$ cat src/hdl/assert_macros.svh
// Assertion macros for the RTL files that check themselves.
`ifndef ASSERT_MACROS_SVH
`define ASSERT_MACROS_SVH

// Check a property on every rising clk edge outside reset.
`define ASSERT_CLK(label, prop, msg) \
  label: assert property (@(posedge clk) disable iff (!rst_n) (prop)) else $error(msg);

// Check a property on every rising clk edge, reset included.
`define ASSERT_ALWAYS(label, prop, msg) \
  label: assert property (@(posedge clk) (prop)) else $error(msg);

`endif

$ cat src/hdl/dpp_pkg.sv
// Shared constants and types of the depth pixel to point block.
`timescale 1ns / 1ps

package dpp_pkg;

  localparam int FRAME_WIDTH  = 640;
  localparam int FRAME_HEIGHT = 480;

  localparam int COL_W = 10;
  localparam int ROW_W = 9;

  // Inverse range w in Q8.24, signed.
  localparam int W_W   = 44;
  // Divisor magnitude and divider remainder width.
  localparam int REM_W = 43;
  // Dividend magnitude: |delta * scale| shifted up by 12.
  localparam int MAG_W = 58;
  localparam int Q_W   = 32;

  localparam int MUL_A_W = 16;
  localparam int MUL_B_W = 32;
  localparam int MUL_P_W = MUL_A_W + MUL_B_W;

  typedef enum logic [2:0] {
    CFG_SCALE_X      = 3'd0,
    CFG_SCALE_Y      = 3'd1,
    CFG_CENTER_X     = 3'd2,
    CFG_CENTER_Y     = 3'd3,
    CFG_DEPTH_GAIN   = 3'd4,
    CFG_DEPTH_OFFSET = 3'd5
  } cfg_idx_t;

  localparam logic [31:0] RST_SCALE_X      = 32'd28235;
  localparam logic [31:0] RST_SCALE_Y      = 32'd28386;
  localparam logic [13:0] RST_CENTER_X     = 14'd5432;
  localparam logic [13:0] RST_CENTER_Y     = 14'd3883;
  localparam logic [31:0] RST_DEPTH_GAIN   = 32'hFFFF_36BB;
  localparam logic [31:0] RST_DEPTH_OFFSET = 32'd55884059;

  typedef struct packed {
    logic             start;
    logic             neg;
    logic [MAG_W-1:0] mag;
  } div_req_t;

  typedef struct packed {
    logic           done;
    logic [Q_W-1:0] quot;
  } div_rsp_t;

  typedef struct packed {
    logic [COL_W-1:0] col;
    logic [ROW_W-1:0] row;
    logic             last;
  } pos_t;

endpackage

$ cat src/hdl/dpp_mul.sv
// Shared signed multiplier with a registered product.
`timescale 1ns / 1ps

module dpp_mul
  import dpp_pkg::*;
(
  input  logic                      clk,
  input  logic signed [MUL_A_W-1:0] a,
  input  logic signed [MUL_B_W-1:0] b,
  output logic signed [MUL_P_W-1:0] p_r
);

  always_ff @(posedge clk) begin
    p_r <= a * b;
  end

endmodule

$ cat src/hdl/dpp_div.sv
// Bit-serial restoring divider with signed, saturated 32-bit quotient.
`timescale 1ns / 1ps

module dpp_div
  import dpp_pkg::*;
(
  input  logic             clk,
  input  logic             rst_n,
  input  div_req_t         req,
  input  logic [REM_W-1:0] divisor,
  output div_rsp_t         rsp
);

  logic             busy_r, busy_nxt;
  logic             fin_r, fin_nxt;
  logic [4:0]       cnt_r, cnt_nxt;
  logic [REM_W-1:0] rem_r, rem_nxt;
  logic [Q_W-1:0]   dvd_r, dvd_nxt;
  logic [Q_W-1:0]   quot_r, quot_nxt;
  logic             ovf_r, ovf_nxt;
  logic             neg_r, neg_nxt;

  logic [REM_W:0]   shifted;
  logic [REM_W+1:0] diff;
  logic             ge;
  logic [REM_W-1:0] rem_init;

  assign rem_init = {{(REM_W-(MAG_W-Q_W)){1'b0}}, req.mag[MAG_W-1:Q_W]};
  assign shifted  = {rem_r, dvd_r[Q_W-1]};
  assign diff     = {1'b0, shifted} - {2'b0, divisor};
  assign ge       = !diff[REM_W+1];

  always_comb begin
    busy_nxt = busy_r;
    fin_nxt  = 1'b0;
    cnt_nxt  = cnt_r;
    rem_nxt  = rem_r;
    dvd_nxt  = dvd_r;
    quot_nxt = quot_r;
    ovf_nxt  = ovf_r;
    neg_nxt  = neg_r;
    if (req.start) begin
      busy_nxt = 1'b1;
      cnt_nxt  = '0;
      rem_nxt  = rem_init;
      dvd_nxt  = req.mag[Q_W-1:0];
      quot_nxt = '0;
      // quotient of 2^32 or more saturates either way
      ovf_nxt  = rem_init >= divisor;
      neg_nxt  = req.neg;
    end else if (busy_r) begin
      rem_nxt  = ge ? diff[REM_W-1:0] : shifted[REM_W-1:0];
      dvd_nxt  = {dvd_r[Q_W-2:0], 1'b0};
      quot_nxt = {quot_r[Q_W-2:0], ge};
      cnt_nxt  = cnt_r + 5'd1;
      if (cnt_r == 5'd31) begin
        busy_nxt = 1'b0;
        fin_nxt  = 1'b1;
      end
    end
  end

  always_ff @(posedge clk) begin
    if (!rst_n) begin
      busy_r <= 1'b0;
      fin_r  <= 1'b0;
      cnt_r  <= '0;
    end else begin
      busy_r <= busy_nxt;
      fin_r  <= fin_nxt;
      cnt_r  <= cnt_nxt;
    end
    rem_r  <= rem_nxt;
    dvd_r  <= dvd_nxt;
    quot_r <= quot_nxt;
    ovf_r  <= ovf_nxt;
    neg_r  <= neg_nxt;
  end

  // Apply sign and clamp to the 32-bit signed range.
  always_comb begin
    rsp.done = fin_r;
    if (ovf_r) begin
      rsp.quot = neg_r ? 32'h8000_0000 : 32'h7FFF_FFFF;
    end else if (neg_r) begin
      rsp.quot = (quot_r > 32'h8000_0000) ? 32'h8000_0000 : (~quot_r + 32'd1);
    end else begin
      rsp.quot = quot_r[Q_W-1] ? 32'h7FFF_FFFF : quot_r;
    end
  end

endmodule

$ cat src/hdl/dpp_pos.sv
// Raster row and column counters with frame start and wrap.
`timescale 1ns / 1ps

module dpp_pos
  import dpp_pkg::*;
(
  input  logic clk,
  input  logic rst_n,
  input  logic adv,
  input  logic frame_start,
  output pos_t pos
);

  logic [COL_W-1:0] col_r, col_nxt, cur_col, col_inc;
  logic [ROW_W-1:0] row_r, row_nxt, cur_row, row_inc;

  assign cur_col = frame_start ? '0 : col_r;
  assign cur_row = frame_start ? '0 : row_r;
  assign col_inc = cur_col + 1'b1;
  assign row_inc = cur_row + 1'b1;

  assign pos.col  = cur_col;
  assign pos.row  = cur_row;
  assign pos.last = (cur_col == COL_W'(FRAME_WIDTH - 1)) &&
                    (cur_row == ROW_W'(FRAME_HEIGHT - 1));

  always_comb begin
    col_nxt = col_r;
    row_nxt = row_r;
    if (adv) begin
      col_nxt = col_inc;
      row_nxt = cur_row;
      if (col_inc >= COL_W'(FRAME_WIDTH) || col_inc == '0) begin
        col_nxt = '0;
        row_nxt = (row_inc >= ROW_W'(FRAME_HEIGHT)) ? '0 : row_inc;
      end
    end
  end

  always_ff @(posedge clk) begin
    if (!rst_n) begin
      col_r <= '0;
      row_r <= '0;
    end else begin
      col_r <= col_nxt;
      row_r <= row_nxt;
    end
  end

endmodule

$ cat src/hdl/depth_pixel_to_point.sv
// Top level: pinhole back-projection of a raster depth stream to points.
//
// Input stream: one item per pixel in raster order. in_tdata carries the raw
// depth and the RGB bytes, in_tuser the frame start flag, which puts the
// position counters back to row 0 column 0 before the pixel is used.
// Output stream: one item per input item, same order: x, y, z in signed
// Q16.16 with the colour in out_tdata, the valid flag in out_tuser and the
// last pixel of the frame on out_tlast. Zero or negative w gives a zero,
// invalid point.
// Steps: a valid pixel forms w through the shared multiplier, then three
// 32-step quotients, x, y and z, one after another through one bit-serial
// divider; an invalid pixel skips the divider. The block takes no new item
// before the result of the last one is in the output register.
// The block takes a new item while the previous result waits in the output
// register; a stalled receiver holds the block at its final step.
// Reset (synchronous, rst_n low) clears the counters and the handshake and
// loads the calibration defaults into the registers.
// cfg_we writes cfg_wdata to register cfg_index at once; unknown indexes
// are ignored. Write only while the block is idle.
`timescale 1ns / 1ps
`include "assert_macros.svh"

module depth_pixel_to_point
  import dpp_pkg::*;
(
  input  logic         clk,
  input  logic         rst_n,
  input  logic         cfg_we,
  input  logic [2:0]   cfg_index,
  input  logic [31:0]  cfg_wdata,
  input  logic         in_tvalid,
  output logic         in_tready,
  // depth_sample[10:0], pixel_red[18:11], pixel_green[26:19],
  // pixel_blue[34:27], zero fill [39:35]
  input  logic [39:0]  in_tdata,
  // frame_start[0]
  input  logic         in_tuser,
  output logic         out_tvalid,
  input  logic         out_tready,
  // point_x[31:0], point_y[63:32], point_z[95:64], point_red[103:96],
  // point_green[111:104], point_blue[119:112]
  output logic [119:0] out_tdata,
  // point_valid[0]
  output logic         out_tuser,
  output logic         out_tlast
);

  typedef enum logic [6:0] {
    S_IDLE = 7'b0000001,
    S_MULW = 7'b0000010,
    S_ADDW = 7'b0000100,
    S_MUL  = 7'b0001000,
    S_LOAD = 7'b0010000,
    S_DIV  = 7'b0100000,
    S_OUT  = 7'b1000000
  } state_t;

  typedef enum logic [1:0] {
    PH_X = 2'd0,
    PH_Y = 2'd1,
    PH_Z = 2'd2
  } phase_t;

  localparam logic [MAG_W-1:0] Z_MAG = MAG_W'(1) << 40;

  state_t state_r, state_nxt;
  phase_t phase_r, phase_nxt;

  logic [31:0] scale_x_r, scale_y_r, gain_r, offset_r;
  logic [13:0] center_x_r, center_y_r;

  logic [10:0]      depth_r;
  logic [7:0]       red_r, green_r, blue_r;
  logic [COL_W-1:0] col_r;
  logic [ROW_W-1:0] row_r;
  logic             last_r;
  logic signed [W_W-1:0] w_r, w_nxt;
  logic [Q_W-1:0]   px_r, py_r, pz_r;
  logic             valid_r;

  logic             out_valid_r, out_valid_nxt;
  logic [119:0]     out_data_r;
  logic             out_user_r, out_last_r;

  logic                      in_acc;
  logic                      out_load;
  pos_t                      pos;
  logic signed [MUL_A_W-1:0] mul_a;
  logic signed [MUL_B_W-1:0] mul_b;
  logic signed [MUL_P_W-1:0] prod_r;
  logic signed [MUL_A_W-1:0] dx, dy;
  logic [MUL_P_W-1:0]        prod_abs;
  div_req_t                  div_req;
  div_rsp_t                  div_rsp;
  logic                      w_bad;

  assign in_tready = (state_r == S_IDLE);
  assign in_acc    = in_tvalid && in_tready;
  assign out_load  = (state_r == S_OUT) && (!out_valid_r || out_tready);

  // configuration registers
  always_ff @(posedge clk) begin
    if (!rst_n) begin
      scale_x_r  <= RST_SCALE_X;
      scale_y_r  <= RST_SCALE_Y;
      center_x_r <= RST_CENTER_X;
      center_y_r <= RST_CENTER_Y;
      gain_r     <= RST_DEPTH_GAIN;
      offset_r   <= RST_DEPTH_OFFSET;
    end else if (cfg_we) begin
      case (cfg_index)
        CFG_SCALE_X:      scale_x_r  <= cfg_wdata;
        CFG_SCALE_Y:      scale_y_r  <= cfg_wdata;
        CFG_CENTER_X:     center_x_r <= cfg_wdata[13:0];
        CFG_CENTER_Y:     center_y_r <= cfg_wdata[13:0];
        CFG_DEPTH_GAIN:   gain_r     <= cfg_wdata;
        CFG_DEPTH_OFFSET: offset_r   <= cfg_wdata;
        default: ;
      endcase
    end
  end

  dpp_pos u_pos (
    .clk         (clk),
    .rst_n       (rst_n),
    .adv         (in_acc),
    .frame_start (in_tuser),
    .pos         (pos)
  );

  assign dx = {2'b0, col_r, 4'b0} - {2'b0, center_x_r};
  assign dy = {2'b0, center_y_r} - {{(MUL_A_W-ROW_W-4){1'b0}}, row_r, 4'b0};

  always_comb begin
    mul_a = dx;
    mul_b = scale_x_r;
    if (state_r == S_MULW) begin
      mul_a = {{(MUL_A_W-11){1'b0}}, depth_r};
      mul_b = gain_r;
    end else if (phase_r == PH_Y) begin
      mul_a = dy;
      mul_b = scale_y_r;
    end
  end

  dpp_mul u_mul (
    .clk (clk),
    .a   (mul_a),
    .b   (mul_b),
    .p_r (prod_r)
  );

  assign prod_abs = prod_r[MUL_P_W-1] ? (~prod_r + 1'b1) : prod_r;
  assign w_bad    = w_r[W_W-1] || (w_r == '0);

  always_comb begin
    div_req.start = (state_r == S_LOAD);
    if (phase_r == PH_Z) begin
      div_req.neg = 1'b1;
      div_req.mag = Z_MAG;
    end else begin
      div_req.neg = prod_r[MUL_P_W-1];
      div_req.mag = {prod_abs[MAG_W-13:0], 12'b0};
    end
  end

  dpp_div u_div (
    .clk     (clk),
    .rst_n   (rst_n),
    .req     (div_req),
    .divisor (w_r[REM_W-1:0]),
    .rsp     (div_rsp)
  );

  assign w_nxt = prod_r[W_W-1:0] + {{(W_W-32){offset_r[31]}}, offset_r};

  // sequencer
  always_comb begin
    state_nxt = state_r;
    phase_nxt = phase_r;
    unique case (state_r)
      S_IDLE: if (in_acc) state_nxt = S_MULW;
      S_MULW: state_nxt = S_ADDW;
      S_ADDW: begin
        state_nxt = S_MUL;
        phase_nxt = PH_X;
      end
      S_MUL:  state_nxt = w_bad ? S_OUT : S_LOAD;
      S_LOAD: state_nxt = S_DIV;
      S_DIV: begin
        if (div_rsp.done) begin
          if (phase_r == PH_Z) begin
            state_nxt = S_OUT;
          end else begin
            state_nxt = S_MUL;
            phase_nxt = (phase_r == PH_X) ? PH_Y : PH_Z;
          end
        end
      end
      S_OUT:  if (out_load) state_nxt = S_IDLE;
      default: state_nxt = S_IDLE;
    endcase
  end

  always_ff @(posedge clk) begin
    if (!rst_n) begin
      state_r <= S_IDLE;
      phase_r <= PH_X;
    end else begin
      state_r <= state_nxt;
      phase_r <= phase_nxt;
    end
  end

  // item payload and results
  always_ff @(posedge clk) begin
    if (in_acc) begin
      depth_r <= in_tdata[10:0];
      red_r   <= in_tdata[18:11];
      green_r <= in_tdata[26:19];
      blue_r  <= in_tdata[34:27];
      col_r   <= pos.col;
      row_r   <= pos.row;
      last_r  <= pos.last;
    end
    if (state_r == S_ADDW) begin
      w_r <= w_nxt;
    end
    if (state_r == S_MUL) begin
      valid_r <= !w_bad;
      if (w_bad) begin
        px_r <= '0;
        py_r <= '0;
        pz_r <= '0;
      end
    end
    if (state_r == S_DIV && div_rsp.done) begin
      unique case (phase_r)
        PH_X:    px_r <= div_rsp.quot;
        PH_Y:    py_r <= div_rsp.quot;
        default: pz_r <= div_rsp.quot;
      endcase
    end
  end

  // output register
  always_comb begin
    out_valid_nxt = out_valid_r;
    if (out_load) begin
      out_valid_nxt = 1'b1;
    end else if (out_tready) begin
      out_valid_nxt = 1'b0;
    end
  end

  always_ff @(posedge clk) begin
    if (!rst_n) begin
      out_valid_r <= 1'b0;
    end else begin
      out_valid_r <= out_valid_nxt;
    end
    if (out_load) begin
      out_data_r <= {blue_r, green_r, red_r, pz_r, py_r, px_r};
      out_user_r <= valid_r;
      out_last_r <= last_r;
    end
  end

  assign out_tvalid = out_valid_r;
  assign out_tdata  = out_data_r;
  assign out_tuser  = out_user_r;
  assign out_tlast  = out_last_r;

  `ASSERT_CLK(a_done_in_div, div_rsp.done |-> state_r == S_DIV, "quotient outside divide step")
  `ASSERT_CLK(a_invalid_zero, out_tvalid && !out_tuser |-> out_tdata[95:0] == 96'd0, "invalid point not zero")
  `ASSERT_CLK(a_z_nonpos, out_tvalid && out_tuser |-> out_tdata[95] || out_tdata[95:64] == 32'd0, "valid z positive")

endmodule

$ cat config.mk
export PLATFORM = sky130hd
export DESIGN_NAME = depth_pixel_to_point
export DESIGN_NICKNAME = d
export VERILOG_FILES = /design/src/hdl/dpp_pkg.sv /design/src/hdl/dpp_mul.sv /design/src/hdl/dpp_div.sv /design/src/hdl/dpp_pos.sv /design/src/hdl/depth_pixel_to_point.sv
export VERILOG_INCLUDE_DIRS = /design/src /design/src/hdl
export SDC_FILE = /design/constraint.sdc
export NUM_CORES = 2
export LEC_CHECK = 0
export BUFFER_PORTS_ARGS = -buffer_cell sky130_fd_sc_hd__buf_2
export CAP_MARGIN = 25
export CORE_ASPECT_RATIO = 1.75
export CORE_UTILIZATION = 33
export CTS_CLUSTER_SIZE = 16
export DETAILED_ROUTE_END_ITERATION = 10
export PLACE_DENSITY = 0.48
export SLEW_MARGIN = 40
export SYNTH_ARGS = -nofsm -noshare
export SYNTH_HDL_FRONTEND = slang
export SYNTH_SLANG_ARGS = --single-unit
$ cat constraint.sdc
create_clock -name clk -period 15.1 [get_ports clk]
set_clock_uncertainty 0.05 [all_clocks]
set_input_delay 1.51 -clock clk [delete_from_list [all_inputs] [get_ports clk]]
set_output_delay 1.51 -clock clk [all_outputs]
set_load 0.005 [all_outputs]
---- Word level (Yosys, flattened, before mapping) ----
Cells that the tools add are included.
storage, ports and cells
  bits in registers ....................... 667
  memories ................................ 0
  bits in read-only memories .............. 0
  bits in latches ......................... 0
  input bits .............................. 81
  output and inout port bits .............. 124
  memory bits (writable) .................. 0
  logic and storage cells ................. 152
cells by class
  div/mod/pow operators ................... 0
  add/subtract/negate cells ............... 9
  shifts and indexed selects .............. 0
  magnitude comparators ................... 4
  muxes and demuxes ....................... 49
  bitwise gates (word level) .............. 4
  reductions and logical operators ........ 28
  multipliers ............................. 1
  equal/unequal tests ..................... 21
operators by type and width
  cell                     number
  $mux W32                 20
  $mux W58                 1
  $mux W26                 2
  $pmux W7 S7              1
  $mul A16 B32 Y48         1
  $add A46 B1 Y46 const B  1
  $mux W46                 1
  $not A46 Y46             1
  $sub A44 B43 Y45         1
  $add A44 B44 Y44         1
  $logic_not A44 Y1        1
  $ge A26 B43 Y1           1
  $mux W43                 1
  $mux W7                  5
  $add A32 B1 Y32 const B  1
  $gt A32 B32 Y1 const B   1
  $mux W16                 2
  $not A32 Y32             1
  $mux W31                 1
  $mux W9                  3
  $mux W10                 2
  $sub A14 B13 Y15         1
  $sub A14 B14 Y15         1
  $reduce_and A2 Y1        6
  other kinds (36)         59

---- Depth between registers and ports, before layout ----
  word-level depth ........................ 7
  gate-level depth with buffers ........... 37
  depth with buffers taken out ............ 35

---- Cells and area by module ----
Synthesis repeated with hierarchy kept, for this count alone.
unflattened totals
  cell total of the unflattened synthesis .. 5635
  area, all modules ....................... 50972.6 µm²
by module, submodules not included
  module                area each (µm²)  seq. area each (µm²)  cells each  times used
  depth_pixel_to_point  21564.4          11911.4               2274        1
  dpp_mul               19038.3          960.9                 2141        1
  dpp_div               8872.3           2922.8                1025        1
  dpp_pos               1497.7           380.4                 195         1

---- Least setup slack after synthesis ----
Ideal clock, no wire load.
  kind .................................... register -> register
  from .................................... register center_y_r[4]
  to ...................................... register u_mul.p_r[45]
  data arrival time ....................... 8.427 ns
  period minus slack after synthesis ...... 8.549 ns
  stages on the path, launching flop included .. 37
  slack ................................... 6.551 ns
  setup time .............................. 0.072 ns
  path buffers ............................ 1
  cells stage by stage .................... dfxtp_1 -> inv_1 -> ha_1 -> inv_1 -> fa_1 -> a21o_1 -> a21oi_1 -> o21bai_1 -> a21oi_1 -> o21bai_1 -> a21oi_1 -> nor2b_1 -> nor4_1 -> o31ai_1 -> inv_1 -> clkbuf_1 -> nand2_1 -> fa_1 -> fa_1 -> inv_1 -> fa_1 -> fa_1 -> fa_1 -> inv_1 -> fa_1 -> inv_1 -> ha_1 -> and3_1 -> a221oi_1 -> o21a_1 -> a31oi_1 -> and2_1 -> o41a_1 -> a221o_1 -> a21o_1 -> a21oi_1 -> xnor2_1
on the way
  cells in the longest elaborated chain, start to end .. 4
ends and longest elaborated chain
  what                    RTL line                     source
  start, declared         depth_pixel_to_point.sv:70   logic [13:0] center_x_r, center_y_r;
  start signal, assigned  depth_pixel_to_point.sv:115  CFG_CENTER_Y: center_y_r <= cfg_wdata[13:0];
  $sub A14 B13 Y15        depth_pixel_to_point.sv:132  assign dy = {2'b0, center_y_r} - {{(MUL_A_W-ROW_W-4){1'b0}}, row_r, 4'b0};
  $mux W16                depth_pixel_to_point.sv:140  end else if (phase_r == PH_Y) begin
  $mux W16                depth_pixel_to_point.sv:137  if (state_r == S_MULW) begin
  $mul A16 B32 Y48        dpp_mul.sv:14                p_r <= a * b;
  end signal, assigned    dpp_mul.sv:14
  end, declared           dpp_mul.sv:10                output logic signed [MUL_P_W-1:0] p_r
No other way between the ends.
A chain may end at the register's enable or synchronous reset.

---- Worst setup path after layout ----
  from .................................... register col_r[0]
  to ...................................... register u_mul.p_r[45]
on the way
  cells in the longest elaborated chain, start to end .. 4
ends and longest elaborated chain
  what                    RTL line                     source
  start, declared         depth_pixel_to_point.sv:74   logic [COL_W-1:0] col_r;
  start signal, assigned  depth_pixel_to_point.sv:222  col_r <= pos.col;
  $sub A14 B14 Y15        depth_pixel_to_point.sv:131  assign dx = {2'b0, col_r, 4'b0} - {2'b0, center_x_r};
  $mux W16                depth_pixel_to_point.sv:140
  $mux W16                depth_pixel_to_point.sv:137
  $mul A16 B32 Y48        dpp_mul.sv:14
No other way between the ends.

==> impl_results.md <==
* Quantity of hold-fixing buffers added after cts at 0
* Detailed-route DRC error count at 0
* Buffer levels on the longest clock path at 3
* Average wire per cell in the routed design at 21.14 um
* Reg2reg end: u_mul.p_r[45]$_DFF_P_
* Width of the die at 294.3 um
* Data required time of the critical path at 15670 ps
* Mean area per synthesized cell at 9.026 um2
* Antenna violations before repair at 15
* Worst R2R Start: col_r[0]$_DFFE_PP_
* Overall routed net length at 160500 um
* Estimated wirelength of the detail-placed design at 126400 um
* Length of routed met2 wiring at 87000 um
* Total global routing overflow at 0
* Post-Syn Instances at 5465
* Number of ports placed on the die boundary at 205
* Tightest Pin Transition at 1006 ps
* Startpoint-to-endpoint class of the critical path: reg -> reg
* Endpoint kind of the worst setup timing path: flip-flop
* Final setup violation count at 0
* Total track usage at 0.2138
* Met1 wire length at 57160 um
* Number of standard-cell rows in the floorplan at 187
* Clock period minus final worst setup slack at 10270 ps
* Crit-path max FO at 11
* Largest net degree at the start of global routing at 105
* Root Driver: sky130_fd_sc_hd__clkbuf_16
* Main area contributors after synthesis: sky130_fd_sc_hd__fa_1 20%, sky130_fd_sc_hd__edfxtp_1 16%, sky130_fd_sc_hd__dfxtp_1 16%
* Placeable core region at 148300 um2
* Count of buffers from port buffering at 199
* Multi-input logic area at 29960 um2
* Fmax achieved at 0.09740 GHz
* Total count of max-transition violations in the final report at 0
* Fraction of final layout cells sized beyond drive strength 1 at 0.08442
* Number of sinks on the clock net at 654
* Via density per instance at 5.028
* Warning count from the yosys run at 0
* Synthesis-to-layout area growth at 11.64%
* Iteration count of the initial detailed-routing pass at 8
* Area leader, netlist: sky130_fd_sc_hd__fa_1
* Reg2Reg Setup Slack at 4830 ps
* Number of enable flip-flop cells after synthesis at 270
* Crit start category: flip-flop
* Fraction of post-synthesis cell area in the top cell type by area at 0.1985
* Main flop type after synthesis: sky130_fd_sc_hd__dfxtp_1
* Terminating pin of the worst hold path: out_tdata[104]$_DFFE_PP_
* Hold path depth at 0
* Signal arrival time at the worst endpoint at 10840 ps
* Cell area after synthesis at 49320 um2
* Worst R2R Path Depth at 32
* Die area at 151100 um2
* Number of global-route vias before repair at 39770
* Unrepaired setup endpoints after global routing: no
* Initial core utilization at 0.3325
* RePlAce Congestion at 0.9050
* Final hold viol count at 0
* Share of synthesized registers carrying an async set or reset at 0
* Sequential area share after synthesis at 0.3202
* TritonCTS clock tree: yes
* Fill cell total of the finished layout at 15380
* Max-capacitance violation count at 0
* Resized cells post-CTS at 0
* Vias at 38170
* Synth Net Count at 6288
* Post-route fraction of the period consumed by the critical path at 0.6799
* Global-route wire length before repair at 242500 um
* Cell repeated most along the worst path: sky130_fd_sc_hd__fa_1
* Clock buffers created by TritonCTS at 71
* Chip height at 513.4 um
* Top routing layer in use: met5
* # Post-CTS Setup Buffers at 0
* Critical-path top delay cell: sky130_fd_sc_hd__inv_1
* Amount of wire on met3 after detailed routing at 5413 um
* Largest stage delay on the critical path at 690 ps
* Startpoint of the most critical hold path: green_r[0]$_DFFE_PP_
* Number of distinct library cell variants in the gate-level netlist after synthesis at 93
* Total Nets Final at 6367
* Sequential cell area at 15800 um2
* Worst slew slack as a fraction of its limit at 0.3292
* Worst hold path type: reg -> reg
* Starting DRT DRC Count at 2063
* Outcome: complete, no violations
* Final sum of negative setup slack at 0 ps
* Number of H-tree levels at 3
* Final ANT Viol Nets at 0
* Clock insertion delay at the later pin of the skew report at 700 ps
* Total of flip-flops plus latches after synthesis at 654
* Clock slew seen by the registers of the worst setup and hold paths at 70 ps
-- routing by layer --
layer	GRT usage	vias to the layer above
li1	-	18200
met1	0.2166	18700
met4	0.1366	14
met2	0.4107	917
met3	0.02118	339
met5	0	-
-- cells in the mapped netlist, types with 53 or more instances --
cell type and instances:
sky130_fd_sc_hd__a21o_1 122, sky130_fd_sc_hd__nand3_1 126, sky130_fd_sc_hd__edfxtp_1 270, sky130_fd_sc_hd__nor3_1 57, sky130_fd_sc_hd__ha_1 253, sky130_fd_sc_hd__dfxtp_1 384, sky130_fd_sc_hd__o21ai_0 232, sky130_fd_sc_hd__xnor2_1 105
sky130_fd_sc_hd__nor2_1 370, sky130_fd_sc_hd__clkbuf_1 242, sky130_fd_sc_hd__nand2_1 916, sky130_fd_sc_hd__mux2i_1 56, sky130_fd_sc_hd__inv_1 734, sky130_fd_sc_hd__nor2b_1 53, sky130_fd_sc_hd__a21oi_1 339, sky130_fd_sc_hd__xor2_1 93
sky130_fd_sc_hd__fa_1 489
-- registers in the layout, summed over array words and instances, names as in the netlist, 14 cells and up --
signal        flops
gain_r           32
py_r             32
center_x_r       14
px_r             32
offset_r         32
u_mul.p_r        47
u_div.dvd_r      20
u_div.quot_r     32
pz_r             32
scale_x_r        32
u_div.rem_r      43
w_r              44
center_y_r       14
out_tdata       120
scale_y_r        32
-- metrics by stage --
| step | hold slack, ps | cell area, um2 | instances | setup WS [ps] | util |
|---|---|---|---|---|---|
| after CTS | 356.7 | 55050 | 7587 | 4826 | 0.3711 |
| after floorplan | 350.3 | 49320 | 5465 | 6551 | - |
| after detailed placement | 354.5 | 52550 | 7455 | 4893 | 0.3542 |
| final | 364.1 | 55070 | 7591 | 4833 | 0.3712 |
| after global routing | 361.2 | 55060 | 7588 | 4410 | 0.3712 |
| after global placement | 350.5 | 52490 | 7455 | 4815 | 0.3538 |
-- kinds of logic (layout without fill, tap and decap cells) --
kind of cell | after synthesis | in the layout | share of synthesized area
mux | 61 | 61 | 0.01256
compound gates | 1038 | 1038 | 0.1342
other cells | 0 | 4 | 0
flops | 654 | 654 | 0.3202
buf+inv | 999 | 1137 | 0.07633
fa+ha+maj | 742 | 742 | 0.2626
xor+xnor | 198 | 198 | 0.03516
simple gates | 1773 | 1773 | 0.1589
-- critical path, delay by kind of cell, from the launching register on --
family                   cells  cell delay (ps)
AND/OR/NAND/NOR              8             1720
flip-flops                   1              390
adder cells (fa/ha/maj)      8             3890
AO/OA/AOI/OAI               11             3120
XOR/XNOR                     1              130
buffers and inverters        4              840
-- how the worst max path moves through the flow --
stage	from	to	slack, ps	depth (start not counted)
global route	center_x_r[0]$_SDFFE_PN0P_	u_mul.p_r[33]$_DFF_P_	4410	33
detailed placement	center_x_r[0]$_SDFFE_PN0P_	u_mul.p_r[45]$_DFF_P_	4890	33
CTS	col_r[0]$_DFFE_PP_	u_mul.p_r[45]$_DFF_P_	4830	32
global placement	center_y_r[4]$_SDFFE_PN0P_	u_mul.p_r[47]$_DFF_P_	4810	35
finish	col_r[0]$_DFFE_PP_	u_mul.p_r[45]$_DFF_P_	4830	32
floorplan	center_y_r[4]$_SDFFE_PN0P_	u_mul.p_r[45]$_DFF_P_	6550	36
-- final cells by class --
class	instances	area share
multi-input combinational	3812	0.5441
sequential	654	0.2869
inverter	737	0.05028
tap	1984	0.04508
clock buffer	92	0.03613
timing repair buffer	268	0.02811
clock inverter	40	0.009271
antenna	4	0.0001818
-- cells in the final DEF (no fill, tap or decap), drive strengths merged, types with 105 or more instances in the layout --
| master | Yosys | routed |
|---|---|---|
| nand3 | 127 | 127 |
| xnor2 | 105 | 105 |
| inv | 734 | 741 |
| edfxtp | 270 | 270 |
| buf | 20 | 268 |
| nor2 | 370 | 370 |
| a21o | 122 | 122 |
| ha | 253 | 253 |
| fa | 489 | 489 |
| a21oi | 341 | 341 |
| o21ai | 240 | 240 |
| dfxtp | 384 | 384 |
| nand2 | 918 | 918 |
Power is left out: the tool's default activity adds up to more than one toggle a clock period on the data nets, which glitch-free logic cannot reach.
